<file path="config.mk">
export PLATFORM = sky130hd
export DESIGN_NAME = fourteen_segment_text_encoder
export DESIGN_NICKNAME = d
export VERILOG_FILES = /design/src/hdl/fste_pkg.sv /design/src/hdl/fste_front.sv /design/src/hdl/fste_queue.sv /design/src/hdl/fste_back.sv /design/src/hdl/fourteen_segment_text_encoder.sv
export SDC_FILE = /design/constraint.sdc
export NUM_CORES = 1
export LEC_CHECK = 0
export BUFFER_PORTS_ARGS = -buffer_cell sky130_fd_sc_hd__buf_4
export CORE_ASPECT_RATIO = 0.9
export CORE_MARGIN = 2
export CORE_UTILIZATION = 25
export DETAILED_ROUTE_END_ITERATION = 8
export PLACE_DENSITY = 0.35
export RECOVER_POWER = 50
export SYNTH_ARGS = -nofsm -noshare
export SYNTH_HDL_FRONTEND = slang
export SYNTH_SLANG_ARGS = --single-unit
</file>
<file path="constraint.sdc">
create_clock -name clock -period 6.94 [get_ports clock]
set_input_delay 0.694 -clock clock [delete_from_list [all_inputs] [get_ports clock]]
set_output_delay 0.694 -clock clock [all_outputs]
set_load 0.01 [all_outputs]
</file>
<file path="src/hdl/fste_pkg.sv">
package fste_pkg;

   // Segment bit positions inside one display word.
   localparam logic [14:0] SEG_A  = 15'h0001;
   localparam logic [14:0] SEG_B  = 15'h0002;
   localparam logic [14:0] SEG_C  = 15'h0004;
   localparam logic [14:0] SEG_D  = 15'h0008;
   localparam logic [14:0] SEG_E  = 15'h0010;
   localparam logic [14:0] SEG_F  = 15'h0020;
   localparam logic [14:0] SEG_G1 = 15'h0040;
   localparam logic [14:0] SEG_G2 = 15'h0080;
   localparam logic [14:0] SEG_H  = 15'h0100;
   localparam logic [14:0] SEG_I  = 15'h0200;
   localparam logic [14:0] SEG_J  = 15'h0400;
   localparam logic [14:0] SEG_K  = 15'h0800;
   localparam logic [14:0] SEG_L  = 15'h1000;
   localparam logic [14:0] SEG_M  = 15'h2000;
   localparam logic [14:0] SEG_DP = 15'h4000;

   localparam logic [7:0] CHAR_DOT   = 8'h2E;
   localparam logic [7:0] CHAR_SPACE = 8'h20;

   localparam logic [4:0] DIGIT_CFG_RESET = 5'd4;

   // One display word as it moves from the front end to the output stage.
   typedef struct packed {
      logic        valid;
      logic        last;
      logic [14:0] seg;
   } fste_word_type;

   function automatic logic [14:0] fste_font(input logic [7:0] ch);
      logic [14:0] g;
      case (ch)
         "0":  g = SEG_A | SEG_B | SEG_C | SEG_D | SEG_E | SEG_F;
         "1":  g = SEG_B | SEG_C;
         "2":  g = SEG_A | SEG_B | SEG_D | SEG_E | SEG_G1 | SEG_G2;
         "3":  g = SEG_A | SEG_B | SEG_C | SEG_D | SEG_G1 | SEG_G2;
         "4":  g = SEG_B | SEG_C | SEG_F | SEG_G1 | SEG_G2;
         "5":  g = SEG_A | SEG_C | SEG_D | SEG_F | SEG_G1 | SEG_G2;
         "6":  g = SEG_A | SEG_C | SEG_D | SEG_E | SEG_F | SEG_G1 | SEG_G2;
         "7":  g = SEG_A | SEG_B | SEG_C;
         "8":  g = SEG_A | SEG_B | SEG_C | SEG_D | SEG_E | SEG_F | SEG_G1 | SEG_G2;
         "9":  g = SEG_A | SEG_B | SEG_C | SEG_D | SEG_F | SEG_G1 | SEG_G2;
         "A":  g = SEG_A | SEG_B | SEG_C | SEG_E | SEG_F | SEG_G1 | SEG_G2;
         "B":  g = SEG_A | SEG_B | SEG_C | SEG_D | SEG_G2 | SEG_L | SEG_M;
         "C":  g = SEG_A | SEG_D | SEG_E | SEG_F;
         "D":  g = SEG_A | SEG_B | SEG_C | SEG_D | SEG_L | SEG_M;
         "E":  g = SEG_A | SEG_D | SEG_E | SEG_F | SEG_G1;
         "F":  g = SEG_A | SEG_E | SEG_F | SEG_G1;
         "G":  g = SEG_A | SEG_C | SEG_D | SEG_E | SEG_F | SEG_G2;
         "H":  g = SEG_B | SEG_C | SEG_E | SEG_F | SEG_G1 | SEG_G2;
         "I":  g = SEG_A | SEG_D | SEG_L | SEG_M;
         "J":  g = SEG_B | SEG_C | SEG_D | SEG_E;
         "K":  g = SEG_E | SEG_F | SEG_G1 | SEG_I | SEG_J;
         "L":  g = SEG_D | SEG_E | SEG_F;
         "M":  g = SEG_B | SEG_C | SEG_E | SEG_F | SEG_H | SEG_I;
         "N":  g = SEG_B | SEG_C | SEG_E | SEG_F | SEG_H | SEG_J;
         "O":  g = SEG_A | SEG_B | SEG_C | SEG_D | SEG_E | SEG_F;
         "P":  g = SEG_A | SEG_B | SEG_E | SEG_F | SEG_G1 | SEG_G2;
         "Q":  g = SEG_A | SEG_B | SEG_C | SEG_D | SEG_E | SEG_F | SEG_J;
         "R":  g = SEG_A | SEG_B | SEG_E | SEG_F | SEG_G1 | SEG_J;
         "S":  g = SEG_A | SEG_C | SEG_D | SEG_F | SEG_G1 | SEG_G2;
         "T":  g = SEG_A | SEG_L | SEG_M;
         "U":  g = SEG_B | SEG_C | SEG_D | SEG_E | SEG_F;
         "V":  g = SEG_H | SEG_I;
         "W":  g = SEG_B | SEG_C | SEG_E | SEG_F | SEG_J | SEG_K;
         "X":  g = SEG_H | SEG_I | SEG_J | SEG_K;
         "Y":  g = SEG_H | SEG_I | SEG_M;
         "Z":  g = SEG_A | SEG_D | SEG_I | SEG_K;
         "a":  g = SEG_D | SEG_E | SEG_G1 | SEG_M;
         "b":  g = SEG_C | SEG_D | SEG_E | SEG_F | SEG_G1 | SEG_G2;
         "c":  g = SEG_D | SEG_E | SEG_G1 | SEG_G2;
         "d":  g = SEG_B | SEG_C | SEG_D | SEG_E | SEG_G1 | SEG_G2;
         "e":  g = SEG_A | SEG_B | SEG_D | SEG_E | SEG_F | SEG_G1 | SEG_G2;
         "f":  g = SEG_A | SEG_E | SEG_F | SEG_G1;
         "g":  g = SEG_A | SEG_B | SEG_C | SEG_D | SEG_F | SEG_G1 | SEG_G2;
         "h":  g = SEG_C | SEG_E | SEG_F | SEG_G1 | SEG_G2;
         "i":  g = SEG_M;
         "j":  g = SEG_B | SEG_C | SEG_D | SEG_E;
         "k":  g = SEG_E | SEG_F | SEG_G1 | SEG_I | SEG_J;
         "l":  g = SEG_L | SEG_M;
         "m":  g = SEG_B | SEG_C | SEG_E | SEG_F | SEG_H | SEG_I;
         "n":  g = SEG_C | SEG_E | SEG_G1 | SEG_G2;
         "o":  g = SEG_C | SEG_D | SEG_E | SEG_G1 | SEG_G2;
         "p":  g = SEG_A | SEG_B | SEG_E | SEG_F | SEG_G1 | SEG_G2;
         "q":  g = SEG_A | SEG_B | SEG_C | SEG_F | SEG_G1 | SEG_G2;
         "r":  g = SEG_E | SEG_G1;
         "s":  g = SEG_A | SEG_C | SEG_D | SEG_F | SEG_G1 | SEG_G2;
         "t":  g = SEG_D | SEG_E | SEG_F | SEG_G1;
         "u":  g = SEG_C | SEG_D | SEG_E;
         "v":  g = SEG_H | SEG_I;
         "w":  g = SEG_C | SEG_E | SEG_J | SEG_K;
         "x":  g = SEG_H | SEG_I | SEG_J | SEG_K;
         "y":  g = SEG_H | SEG_I | SEG_M;
         "z":  g = SEG_G1 | SEG_D | SEG_K;
         "-":  g = SEG_G1 | SEG_G2;
         "_":  g = SEG_D;
         "=":  g = SEG_D | SEG_G1 | SEG_G2;
         "*":  g = SEG_G1 | SEG_G2 | SEG_H | SEG_I | SEG_J | SEG_K | SEG_L | SEG_M;
         "/":  g = SEG_I | SEG_K;
         "\\": g = SEG_H | SEG_J;
         "+":  g = SEG_G1 | SEG_G2 | SEG_L | SEG_M;
         CHAR_SPACE: g = '0;
         default: g = '0;
      endcase
      return g;
   endfunction

endpackage

</file>
<file path="src/hdl/fste_front.sv">
module fste_front #(
   parameter int MAX_DIGITS = 16,
   parameter int CW = 5
) (
   input  logic                   clock,
   input  logic                   reset,
   input  logic                   csr_valid,
   input  logic [4:0]             csr_data,
   input  logic                   req_tvalid,
   input  logic [7:0]             req_char,
   input  logic                   req_end,
   output logic                   req_tready,
   input  logic                   q_ready,
   output logic                   q_push,
   output fste_pkg::fste_word_type q_w0,
   output fste_pkg::fste_word_type q_w1,
   output logic [CW-1:0]          q_pad
);
   import fste_pkg::*;

   logic [4:0]    digit_cfg_ff;
   logic [14:0]   held_word_ff, held_word_in;
   logic          held_valid_ff, held_valid_in;
   logic [CW-1:0] digits_ff, digits_in;

   logic [CW-1:0] size;
   logic [CW-1:0] used, d1, d2;
   logic          is_dot, fits, accept;
   logic [14:0]   hw1;
   logic          hv1;

   always_comb begin
      if (digit_cfg_ff == 5'd0) begin
         size = CW'(1);
      end else if (int'(digit_cfg_ff) > MAX_DIGITS) begin
         size = CW'(MAX_DIGITS);
      end else begin
         size = CW'(digit_cfg_ff);
      end
   end

   assign req_tready = q_ready;
   assign accept     = req_tvalid && q_ready;

   always_comb begin
      is_dot = (req_char == CHAR_DOT);
      used   = digits_ff + CW'(held_valid_ff);
      fits   = used < size;

      // A non-dot character always releases the held word, whether or not
      // it takes a digit itself.
      q_w0.valid = !is_dot && held_valid_ff;
      q_w0.seg   = held_word_ff;
      d1         = digits_ff + CW'(q_w0.valid);
      q_w0.last  = d1 >= size;

      if (is_dot) begin
         hv1 = held_valid_ff;
         hw1 = held_valid_ff ? (held_word_ff | SEG_DP) : held_word_ff;
      end else if (fits) begin
         hv1 = 1'b1;
         hw1 = fste_font(req_char);
      end else begin
         hv1 = 1'b0;
         hw1 = '0;
      end

      q_w1.valid = req_end && hv1;
      q_w1.seg   = hw1;
      d2         = d1 + CW'(q_w1.valid);
      q_w1.last  = d2 >= size;

      q_pad  = (req_end && (size > d2)) ? (size - d2) : '0;
      q_push = accept && (q_w0.valid || q_w1.valid || (q_pad != '0));

      if (req_end) begin
         held_word_in  = '0;
         held_valid_in = 1'b0;
         digits_in     = '0;
      end else begin
         held_word_in  = hw1;
         held_valid_in = hv1;
         digits_in     = d1;
      end
   end

   always_ff @(posedge clock) begin
      if (reset) begin
         digit_cfg_ff  <= DIGIT_CFG_RESET;
         held_word_ff  <= '0;
         held_valid_ff <= 1'b0;
         digits_ff     <= '0;
      end else begin
         if (csr_valid) begin
            digit_cfg_ff <= csr_data;
         end
         if (accept) begin
            held_word_ff  <= held_word_in;
            held_valid_ff <= held_valid_in;
            digits_ff     <= digits_in;
         end
      end
   end

endmodule

</file>
<file path="src/hdl/fste_queue.sv">
module fste_queue #(
   parameter int WIDTH = 8
) (
   input  logic             clock,
   input  logic             reset,
   input  logic             push,
   input  logic [WIDTH-1:0] push_data,
   output logic             ready,
   input  logic             pop,
   output logic             head_valid,
   output logic [WIDTH-1:0] head_data
);
   import fste_pkg::*;

   localparam int DEPTH = 4;
   localparam int PW    = $clog2(DEPTH);

   logic [WIDTH-1:0] mem_ff [DEPTH];
   logic [PW-1:0]    wr_ptr_ff, rd_ptr_ff;
   logic [PW:0]      count_ff;

   assign ready      = count_ff != (PW+1)'(DEPTH);
   assign head_valid = count_ff != '0;
   assign head_data  = mem_ff[rd_ptr_ff];

   always_ff @(posedge clock) begin
      if (push) begin
         mem_ff[wr_ptr_ff] <= push_data;
      end
   end

   always_ff @(posedge clock) begin
      if (reset) begin
         wr_ptr_ff <= '0;
         rd_ptr_ff <= '0;
         count_ff  <= '0;
      end else begin
         if (push) begin
            wr_ptr_ff <= wr_ptr_ff + 1'b1;
         end
         if (pop) begin
            rd_ptr_ff <= rd_ptr_ff + 1'b1;
         end
         if (push && !pop) begin
            count_ff <= count_ff + 1'b1;
         end else if (pop && !push) begin
            count_ff <= count_ff - 1'b1;
         end
      end
   end

endmodule

</file>
<file path="src/hdl/fste_back.sv">
module fste_back #(
   parameter int CW = 5
) (
   input  logic                    clock,
   input  logic                    reset,
   input  logic                    head_valid,
   input  fste_pkg::fste_word_type head_w0,
   input  fste_pkg::fste_word_type head_w1,
   input  logic [CW-1:0]           head_pad,
   output logic                    pop,
   output logic                    rsp_tvalid,
   input  logic                    rsp_tready,
   output logic [14:0]             rsp_seg,
   output logic                    rsp_last
);
   import fste_pkg::*;

   logic          rsp_valid_ff;
   logic [14:0]   rsp_seg_ff, rsp_seg_in;
   logic          rsp_last_ff, rsp_last_in;
   logic          done0_ff, done1_ff;
   logic [CW-1:0] pads_sent_ff;

   logic          emit, sel0, sel1, finish;
   logic [CW:0]   pads_next;

   assign emit      = head_valid && (!rsp_valid_ff || rsp_tready);
   assign pads_next = {1'b0, pads_sent_ff} + 1'b1;

   always_comb begin
      sel0 = head_w0.valid && !done0_ff;
      sel1 = !sel0 && head_w1.valid && !done1_ff;
      if (sel0) begin
         rsp_seg_in  = head_w0.seg;
         rsp_last_in = head_w0.last;
         finish      = !head_w1.valid && (head_pad == '0);
      end else if (sel1) begin
         rsp_seg_in  = head_w1.seg;
         rsp_last_in = head_w1.last;
         finish      = head_pad == '0;
      end else begin
         // Padding blanks; only the one that reaches the group size is last.
         rsp_seg_in  = '0;
         rsp_last_in = pads_next == {1'b0, head_pad};
         finish      = rsp_last_in;
      end
   end

   assign pop        = emit && finish;
   assign rsp_tvalid = rsp_valid_ff;
   assign rsp_seg    = rsp_seg_ff;
   assign rsp_last   = rsp_last_ff;

   always_ff @(posedge clock) begin
      if (emit) begin
         rsp_seg_ff  <= rsp_seg_in;
         rsp_last_ff <= rsp_last_in;
      end
   end

   always_ff @(posedge clock) begin
      if (reset) begin
         rsp_valid_ff <= 1'b0;
         done0_ff     <= 1'b0;
         done1_ff     <= 1'b0;
         pads_sent_ff <= '0;
      end else begin
         if (emit) begin
            rsp_valid_ff <= 1'b1;
         end else if (rsp_tready) begin
            rsp_valid_ff <= 1'b0;
         end
         if (pop) begin
            done0_ff     <= 1'b0;
            done1_ff     <= 1'b0;
            pads_sent_ff <= '0;
         end else if (emit) begin
            if (sel0) begin
               done0_ff <= 1'b1;
            end else if (sel1) begin
               done1_ff <= 1'b1;
            end else begin
               pads_sent_ff <= pads_next[CW-1:0];
            end
         end
      end
   end

endmodule

</file>
<file path="src/hdl/fourteen_segment_text_encoder.sv">
// Channel   Ports             Payload
// -------   ---------------   -------------------------------------------------
// req       req_t*  (in)      tdata[7:0] character, tlast end_of_text
// rsp       rsp_t*  (out)     tdata[14:0] segments, tlast last_digit
// csr       csr_*   (in)      csr_data[4:0] display digits per string (reset 4)
//
// The front end takes one character per cycle while the queue has room and
// turns it into a command in a four-entry queue if it yields any word; the
// output stage sends one segment word per cycle unless rsp stalls. A character
// yields zero, one or two words, and the end of a string adds blank words up
// to the configured digit count. The first word a character releases passes
// through the queue and then the output register before it is offered on rsp.
// The input stalls only while four commands are waiting in the queue.
// Reset is synchronous and clears all control state; there is no clearing pass.
// Either side may stall: the queue and the output register absorb the slip.
module fourteen_segment_text_encoder #(
   parameter int MAX_DIGITS = 16
) (
   input  logic        clock,
   input  logic        reset,
   // Input characters. tdata: [7:0] character.
   input  logic        req_tvalid,
   output logic        req_tready,
   input  logic [7:0]  req_tdata,
   input  logic        req_tlast,
   // Segment words. tdata: [14:0] segments, [15] zero.
   output logic        rsp_tvalid,
   input  logic        rsp_tready,
   output logic [15:0] rsp_tdata,
   output logic        rsp_tlast,
   // Digit count register write.
   input  logic        csr_valid,
   output logic        csr_ready,
   input  logic [4:0]  csr_data
);
   import fste_pkg::*;

   // Width of a digit count, able to hold MAX_DIGITS itself.
   localparam int CW = $clog2(MAX_DIGITS + 1);
   localparam int WW = $bits(fste_word_type);
   localparam int QW = 2 * WW + CW;

   fste_word_type f_w0, f_w1, h_w0, h_w1;
   logic [CW-1:0] f_pad, h_pad;
   logic          q_push, q_ready, q_pop, q_valid;
   logic [QW-1:0] q_in, q_out;
   logic [14:0]   seg;

   // The register may be written any time the block is idle.
   assign csr_ready = 1'b1;

   // The front end holds the newest glyph until the next character shows
   // whether a dot follows, and works out every word a character releases.
   fste_front #(
      .MAX_DIGITS(MAX_DIGITS),
      .CW        (CW)
   ) u_front (
      .clock     (clock),
      .reset     (reset),
      .csr_valid (csr_valid),
      .csr_data  (csr_data),
      .req_tvalid(req_tvalid),
      .req_char  (req_tdata),
      .req_end   (req_tlast),
      .req_tready(req_tready),
      .q_ready   (q_ready),
      .q_push    (q_push),
      .q_w0      (f_w0),
      .q_w1      (f_w1),
      .q_pad     (f_pad)
   );

   assign q_in = {f_pad, f_w1, f_w0};

   fste_queue #(
      .WIDTH(QW)
   ) u_queue (
      .clock     (clock),
      .reset     (reset),
      .push      (q_push),
      .push_data (q_in),
      .ready     (q_ready),
      .pop       (q_pop),
      .head_valid(q_valid),
      .head_data (q_out)
   );

   assign h_w0  = q_out[WW-1:0];
   assign h_w1  = q_out[2*WW-1:WW];
   assign h_pad = q_out[QW-1:2*WW];

   // The output stage plays each command out word by word.
   fste_back #(
      .CW(CW)
   ) u_back (
      .clock     (clock),
      .reset     (reset),
      .head_valid(q_valid),
      .head_w0   (h_w0),
      .head_w1   (h_w1),
      .head_pad  (h_pad),
      .pop       (q_pop),
      .rsp_tvalid(rsp_tvalid),
      .rsp_tready(rsp_tready),
      .rsp_seg   (seg),
      .rsp_last  (rsp_tlast)
   );

   assign rsp_tdata = {1'b0, seg};

   // A command is never written into a full queue.
   assert property (@(posedge clock) disable iff (reset) q_push |-> q_ready)
      else $error("command pushed into a full queue");

   // A command is popped with its last word, never while rsp is stalled.
   assert property (@(posedge clock) disable iff (reset)
      rsp_tvalid && !rsp_tready |-> !q_pop)
      else $error("queue popped while the output is stalled");

   // A new word appears at the output only if a command was waiting.
   assert property (@(posedge clock) disable iff (reset)
      $rose(rsp_tvalid) |-> $past(q_valid))
      else $error("output word without a queued command");

endmodule
</file>
## Word level (Yosys, flattened, before mapping)

Memory sizes are Yosys's and may differ from the RTL's. A register that Yosys moved wholly into a read port is not among the register bits.
Cells that the tools add are included.

| storage, ports and cells | value |
|---|---|
| word-level logic and storage cells | 94 |
| memories kept | 2 |
| memory bits (writable) | 156 |
| bits of input ports | 19 |
| bits in read-only memories | 1,792 |
| register bits | 57 |
| output and inout bits | 20 |

Memory list:

| name | words | bits a word | rd ports | clocked after Yosys merged registers in | wr ports | RTL line | source |
|---|---|---|---|---|---|---|---|
| (name not given) | 128 | 14 | 1 | 0 | 0 | fste_pkg.sv:34 | `case (ch)` |
| u_queue.mem_ff | 4 | 39 | 1 | 1 | 1 | fste_queue.sv:18 | `logic [WIDTH-1:0] mem_ff [DEPTH];` |

| cells by class | value |
|---|---|
| $lt $le $gt $ge | 5 |
| bitwise logic cells | 2 |
| mux-type cells | 26 |
| $add $sub $neg | 9 |
| reduce and logical (&&, ||, !) cells | 34 |
| eq/ne operators | 3 |

Operators by type and width:

| operator | count |
|---|---|
| two-way mux 15 bit | 7 |
| two-way mux 5 bit | 4 |
| adder 5 x 1 -> 5 bit | 3 |
| logical AND 1 bit | 13 |
| two-way mux 1 bit | 11 |
| greater-or-equal comparator 5 bit | 2 |
| logical NOT 5 bit | 2 |
| == test 8 x 6 -> 1 bit, second input constant | 1 |
| logical NOT 1 bit | 8 |
| adder 5 x 1 -> 6 bit, second input constant | 1 |
| == test 6 x 5 -> 1 bit | 1 |
| two-way mux 3 bit | 2 |
| AND reduction 3 bit | 2 |
| greater-than comparator 5 bit | 1 |
| greater-than comparator 5 bit, second input constant | 1 |
| less-than comparator 5 bit | 1 |
| nonzero test 5 bit | 1 |
| subtractor 5 bit | 1 |
| adder 2 x 1 -> 2 bit, second input constant | 2 |
| two-way mux 2 bit | 2 |
| nonzero test 2 bit | 2 |
| adder 3 x 1 -> 3 bit, second input constant | 1 |
| logical OR 1 bit | 3 |
| inequality test 3 bit, second input constant | 1 |
| 5 further kinds | 6 |

## Depth between registers and ports, before layout

| logic depth | value |
|---|---|
| word-level depth | 18 |
| mapped depth | 26 |
| mapped depth without buffers | 26 |

## By module

From an unflattened synthesis, not the netlist that was laid out.

| unflattened totals | value |
|---|---|
| cells, all modules | 800 |
| area total of the unflattened synthesis | 10,573.9 um^2 |

Modules (own cells, without submodules):

| module | area an instance (um^2) | times used | cells each |
|---|---|---|---|
| fste_queue | 6,048.3 | 1 | 248 |
| fste_front | 3,209.3 | 1 | 429 |
| fste_back | 1,293.7 | 1 | 119 |
| fourteen_segment_text_encoder | 22.5 | 1 | 4 |

## Least setup slack after synthesis

Ideal clock, no wire load.

| timing path | value |
|---|---|
| path kind | input to register |
| start point | input port req_tdata[0] |
| end point | memory u_queue.mem_ff[0][0] (netlist bit), enable pin |
| arrival | 5.404 ns |
| setup time | 0.400 ns |
| path slack | 1.136 ns |
| buffers on the path | 1 |
| stages | 18 |
| cells stage by stage | clkbuf_1 inv_1 ha_1 nand2_1 or4_1 and2_1 ha_1 ha_1 ha_1 inv_1 ha_1 nor2b_1 o21ai_0 a21boi_0 o311ai_1 a31o_2 a31oi_1 and2_1 |

RTL lines:

| element | RTL line | source |
|---|---|---|
| from (decl) | fourteen_segment_text_encoder.sv:24 | `input logic [7:0] req_tdata,` |
| to (decl) | fste_queue.sv:18 |  |

==> impl_results.md <==
* Outcome: finished with violations
* Failing checks: max-capacitance violations, max-slew violations
* Least-Margin Pin Slew at 1.76 ns
* R2r setup slk at 0.88 ns
* Syn avg cell area at 12.6 sq um
* # fillers at 4181
* TritonRoute pass-1 iters at 4
* Synth Warn # at 0
* DRC at 0
* CP max stage cell: and2_2
* Finish-stage setup viols at 0
* Crit path buffers/inverters at 2
* Post-Syn Area at 10400 sq um
* Layout Skew at 0.0142 ns
* Routed vias at 6466
* Post-cts repair resize count at 0
* Reg2Reg Launch Point: u_front.held_valid_ff$_SDFFE_PP0P_
* Vias in the first global route at 6593
* Clock transition at path regs at 0.06 ns
* Multi-input logic area at 3930 sq um
* Hold buffers post-CTS at 0
* Post-synthesis sequential area ratio at 0.581
* Crit path largest cell delay at 0.68 ns
* Fmax at 165 MHz
* Iteration-0 DRC count of the detailed router at 353
* Antenna violations before repair at 1
* CP required at 7.14 ns
* Total routed wirelength at 26500 um
* Cells after Synth at 821
* Hold WC Path Type: primary input to register
* Total Routing Usage GR at 0.125
* Hpwl dp at 16900 um
* Setup CP Type: register to register
* Worst ir drop on vdd at 0.147 mV
* Largest net degree at the start of global routing at 57
* Routability Congestion at 0.776
* Post-synthesis cell type count at 68
* Inst Count DP at 1363
* Syn_nets at 876
* Worst setup EP type: register
* Finished Layout Cells at 1411
* Port bufs at 36
* Final hold vios at 0
* Setup repair bufs after CTS at 0
* R2R cell count at 23
* CP startpoint: u_front.held_valid_ff$_SDFFE_PP0P_
* #FFs+latches synth at 215
* Total CTS buffers at 26
* Max-slew violations at 47
* Most frequent cell on the critical path: ha_1
* RSZ-0062 raised after global routing: no
* Total chip power at 3520 uW
* CTS tree: done
* Hold slack at 0.396 ns
* Final Critical Period at 6.06 ns
* Fin Setup TNS at 0 ns
* Clock latency on the worst-skew pair at 0.52 ns
* FF/Latch Area at 6030 sq um
* Die Wd at 219 um
* Ys flop type: edfxtp_1
* Power density cells at 295 nW/um^2
* Layout Nets at 906
* Arrival time at the worst endpoint at 6.27 ns
* Routed Antenna Nets at 0
* Io pins at 39
* Final period utilization at 0.874
* Die Y at 197 um
* Async SR Flop Fraction at 0
* CTS H-tree lvls at 1
* Vias per cell at 4.58
* FF-to-FF End: u_queue.mem_ff[3][26]$_DFFE_PP_
* Delay-heaviest family, CP: simple AND/OR/NAND/NOR gates
* Core area at 40700 sq um
* Initial Utilization at 0.255
* Rel. slew slack at -0.172
* Crit path max fanout at 26
* CP cell instances: ha_1, ha_1, nand3_1, xnor2_1, ha_1, and3_1, a2111o_1, nor2_1, a21oi_1, nor2b_1, ha_1, ha_1, nand3_1, xor2_1, ha_1, or2_2, and2_1, o311ai_1, a31o_2, a31oi_1, buf_4, and2_2, buf_4
* CP Capture Point: u_queue.mem_ff[3][26]$_DFFE_PP_
* First-pass GRT wire length at 41200 um
* Clock buffer depth at 3
* Area grow syn2layout at 15.3%
* Max Cap Viol at 2
* DIE AREA at 43100 sq um
* Layout cells sized above 1 at 0.141
* CTS Sinks at 215
* Row cnt at 70
* ANT cells at 0
* Crit path depth at 23
* Setup crit start kind: register
* Post-synth EDFFs at 172
* Leakage Power at 0.00421 uW
* Routed len/inst at 18.8 um
* Total grt overflow at 0
* Root Buffer: clkbuf_16
==> where the power goes <==
part	leakage (uW)	internal, uW	switching (uW)
Combinational	0.00182	222	404
Sequential	0.00198	1570	55.1
Clock	0.000406	772	504
==> synthesized netlist by cell type (5+ instances only) <==
library cell	number	area, sq um
edfxtp_1	172	5160
nand2_1	62	233
nor2_1	61	229
inv_1	50	188
dfxtp_1	43	861
mux4_2	38	856
o21ai_0	36	180
a21oi_1	35	175
clkbuf_1	34	128
ha_1	34	425
nor2b_1	20	125
o22ai_1	17	106
mux2i_1	16	160
nand2b_1	15	93.8
xnor2_1	15	131
nand3_1	14	70.1
nor3_1	13	65.1
a22o_1	12	105
xor2_1	10	87.6
and2_1	8	50.1
a31oi_1	7	43.8
a211oi_1	6	45.0
buf_2	6	30.0
o211ai_1	6	45.0
a21o_1	5	37.5
buf_1	5	18.8
==> registers in the layout, summed over array words and instances, names as in the netlist, named ones only <==
signal and count:
u_front.held_word_ff 15, u_back.rsp_tvalid 1, u_front.held_valid_ff 1, u_front.digits_ff 5, u_queue.mem_ff 156, u_front.digit_cfg_ff 5
u_queue.rd_ptr_ff 2, u_back.pads_sent_ff 5, u_back.rsp_last 1, u_back.rsp_seg 15, u_back.done1_ff 1, u_back.done0_ff 1
u_queue.count_ff 3, u_queue.wr_ptr_ff 2
==> metal layers <==
layer | wire [um] | GRT usage
met5 | 0 | 0
met4 | 485 | 0.0305
met3 | 890 | 0.0168
met2 | 11700 | 0.192
met1 | 13400 | 0.185
==> tightest hold or removal path, cell delays in order <==
cell and delay [ns]:
buf_4 0.08, mux2i_1 0.06, nand2_1 0.06
==> layout make-up <==
cell class / instances / share of cell area
Clock buffer: 41 / 0.0659
Clock inverter: 7 / 0.00262
Inverter: 50 / 0.0157
Multi-Input combinational cell: 504 / 0.329
Sequential cell: 215 / 0.504
Tap cell: 540 / 0.0565
Timing Repair Buffer: 54 / 0.0264
==> layout by cell type, fill, tap and decap left out, drive strengths merged, types with 8 or more instances in the layout <==
cell type    n
a21oi       36
a22o        12
and2         8
buf         30
clkbuf      65
dfxtp       43
edfxtp     172
ha          34
inv         50
mux2i       16
mux4        38
nand2       62
nand2b      15
nand3       14
nor2        61
nor2b       20
nor3        13
o21ai       37
o22ai       17
xnor2       15
xor2        10
==> through the flow <==
stage | utilization | instance area, sq um | setup slack (ns)
after global placement | 0.276 | 11200 | 0.772
after global routing | 0.294 | 12000 | 0.240
final | 0.294 | 12000 | 0.877
after floorplan | - | 10400 | 1.14
after CTS | 0.296 | 12000 | 0.760
after detailed placement | 0.276 | 11200 | 0.726
==> worst min path at each step <==
stage | start | endpoint | cells past startpoint | slack [ns]
finish | csr_data[2] | u_front.digit_cfg_ff[2]$_SDFFE_PP1P_ | 3 | 0.40
global route | csr_data[0] | u_front.digit_cfg_ff[0]$_SDFFE_PP0P_ | 3 | 0.40
CTS | csr_data[2] | u_front.digit_cfg_ff[2]$_SDFFE_PP1P_ | 3 | 0.37
detailed placement | u_queue.rd_ptr_ff[1]$_SDFFE_PP0P_ | register | 2 | 0.48
global placement | u_back.rsp_tvalid$_SDFFE_PP0P_ | u_back.rsp_tvalid$_SDFFE_PP0P_ | 2 | 0.47
floorplan | u_back.done0_ff$_SDFFE_PP0P_ | u_back.done0_ff$_SDFFE_PP0P_ | 2 | 0.44
==> kinds of logic after synthesis <==
logic type	Yosys count	share of synthesized area
mux	58	0.102
fa+ha+maj	36	0.0449
flops	215	0.581
xor+xnor	26	0.0233
compound gates	166	0.106
other cells	2	0.000724
buf+inv	102	0.0413
simple gates	216	0.0998
Note: power is estimated with default switching activity, not from simulation.
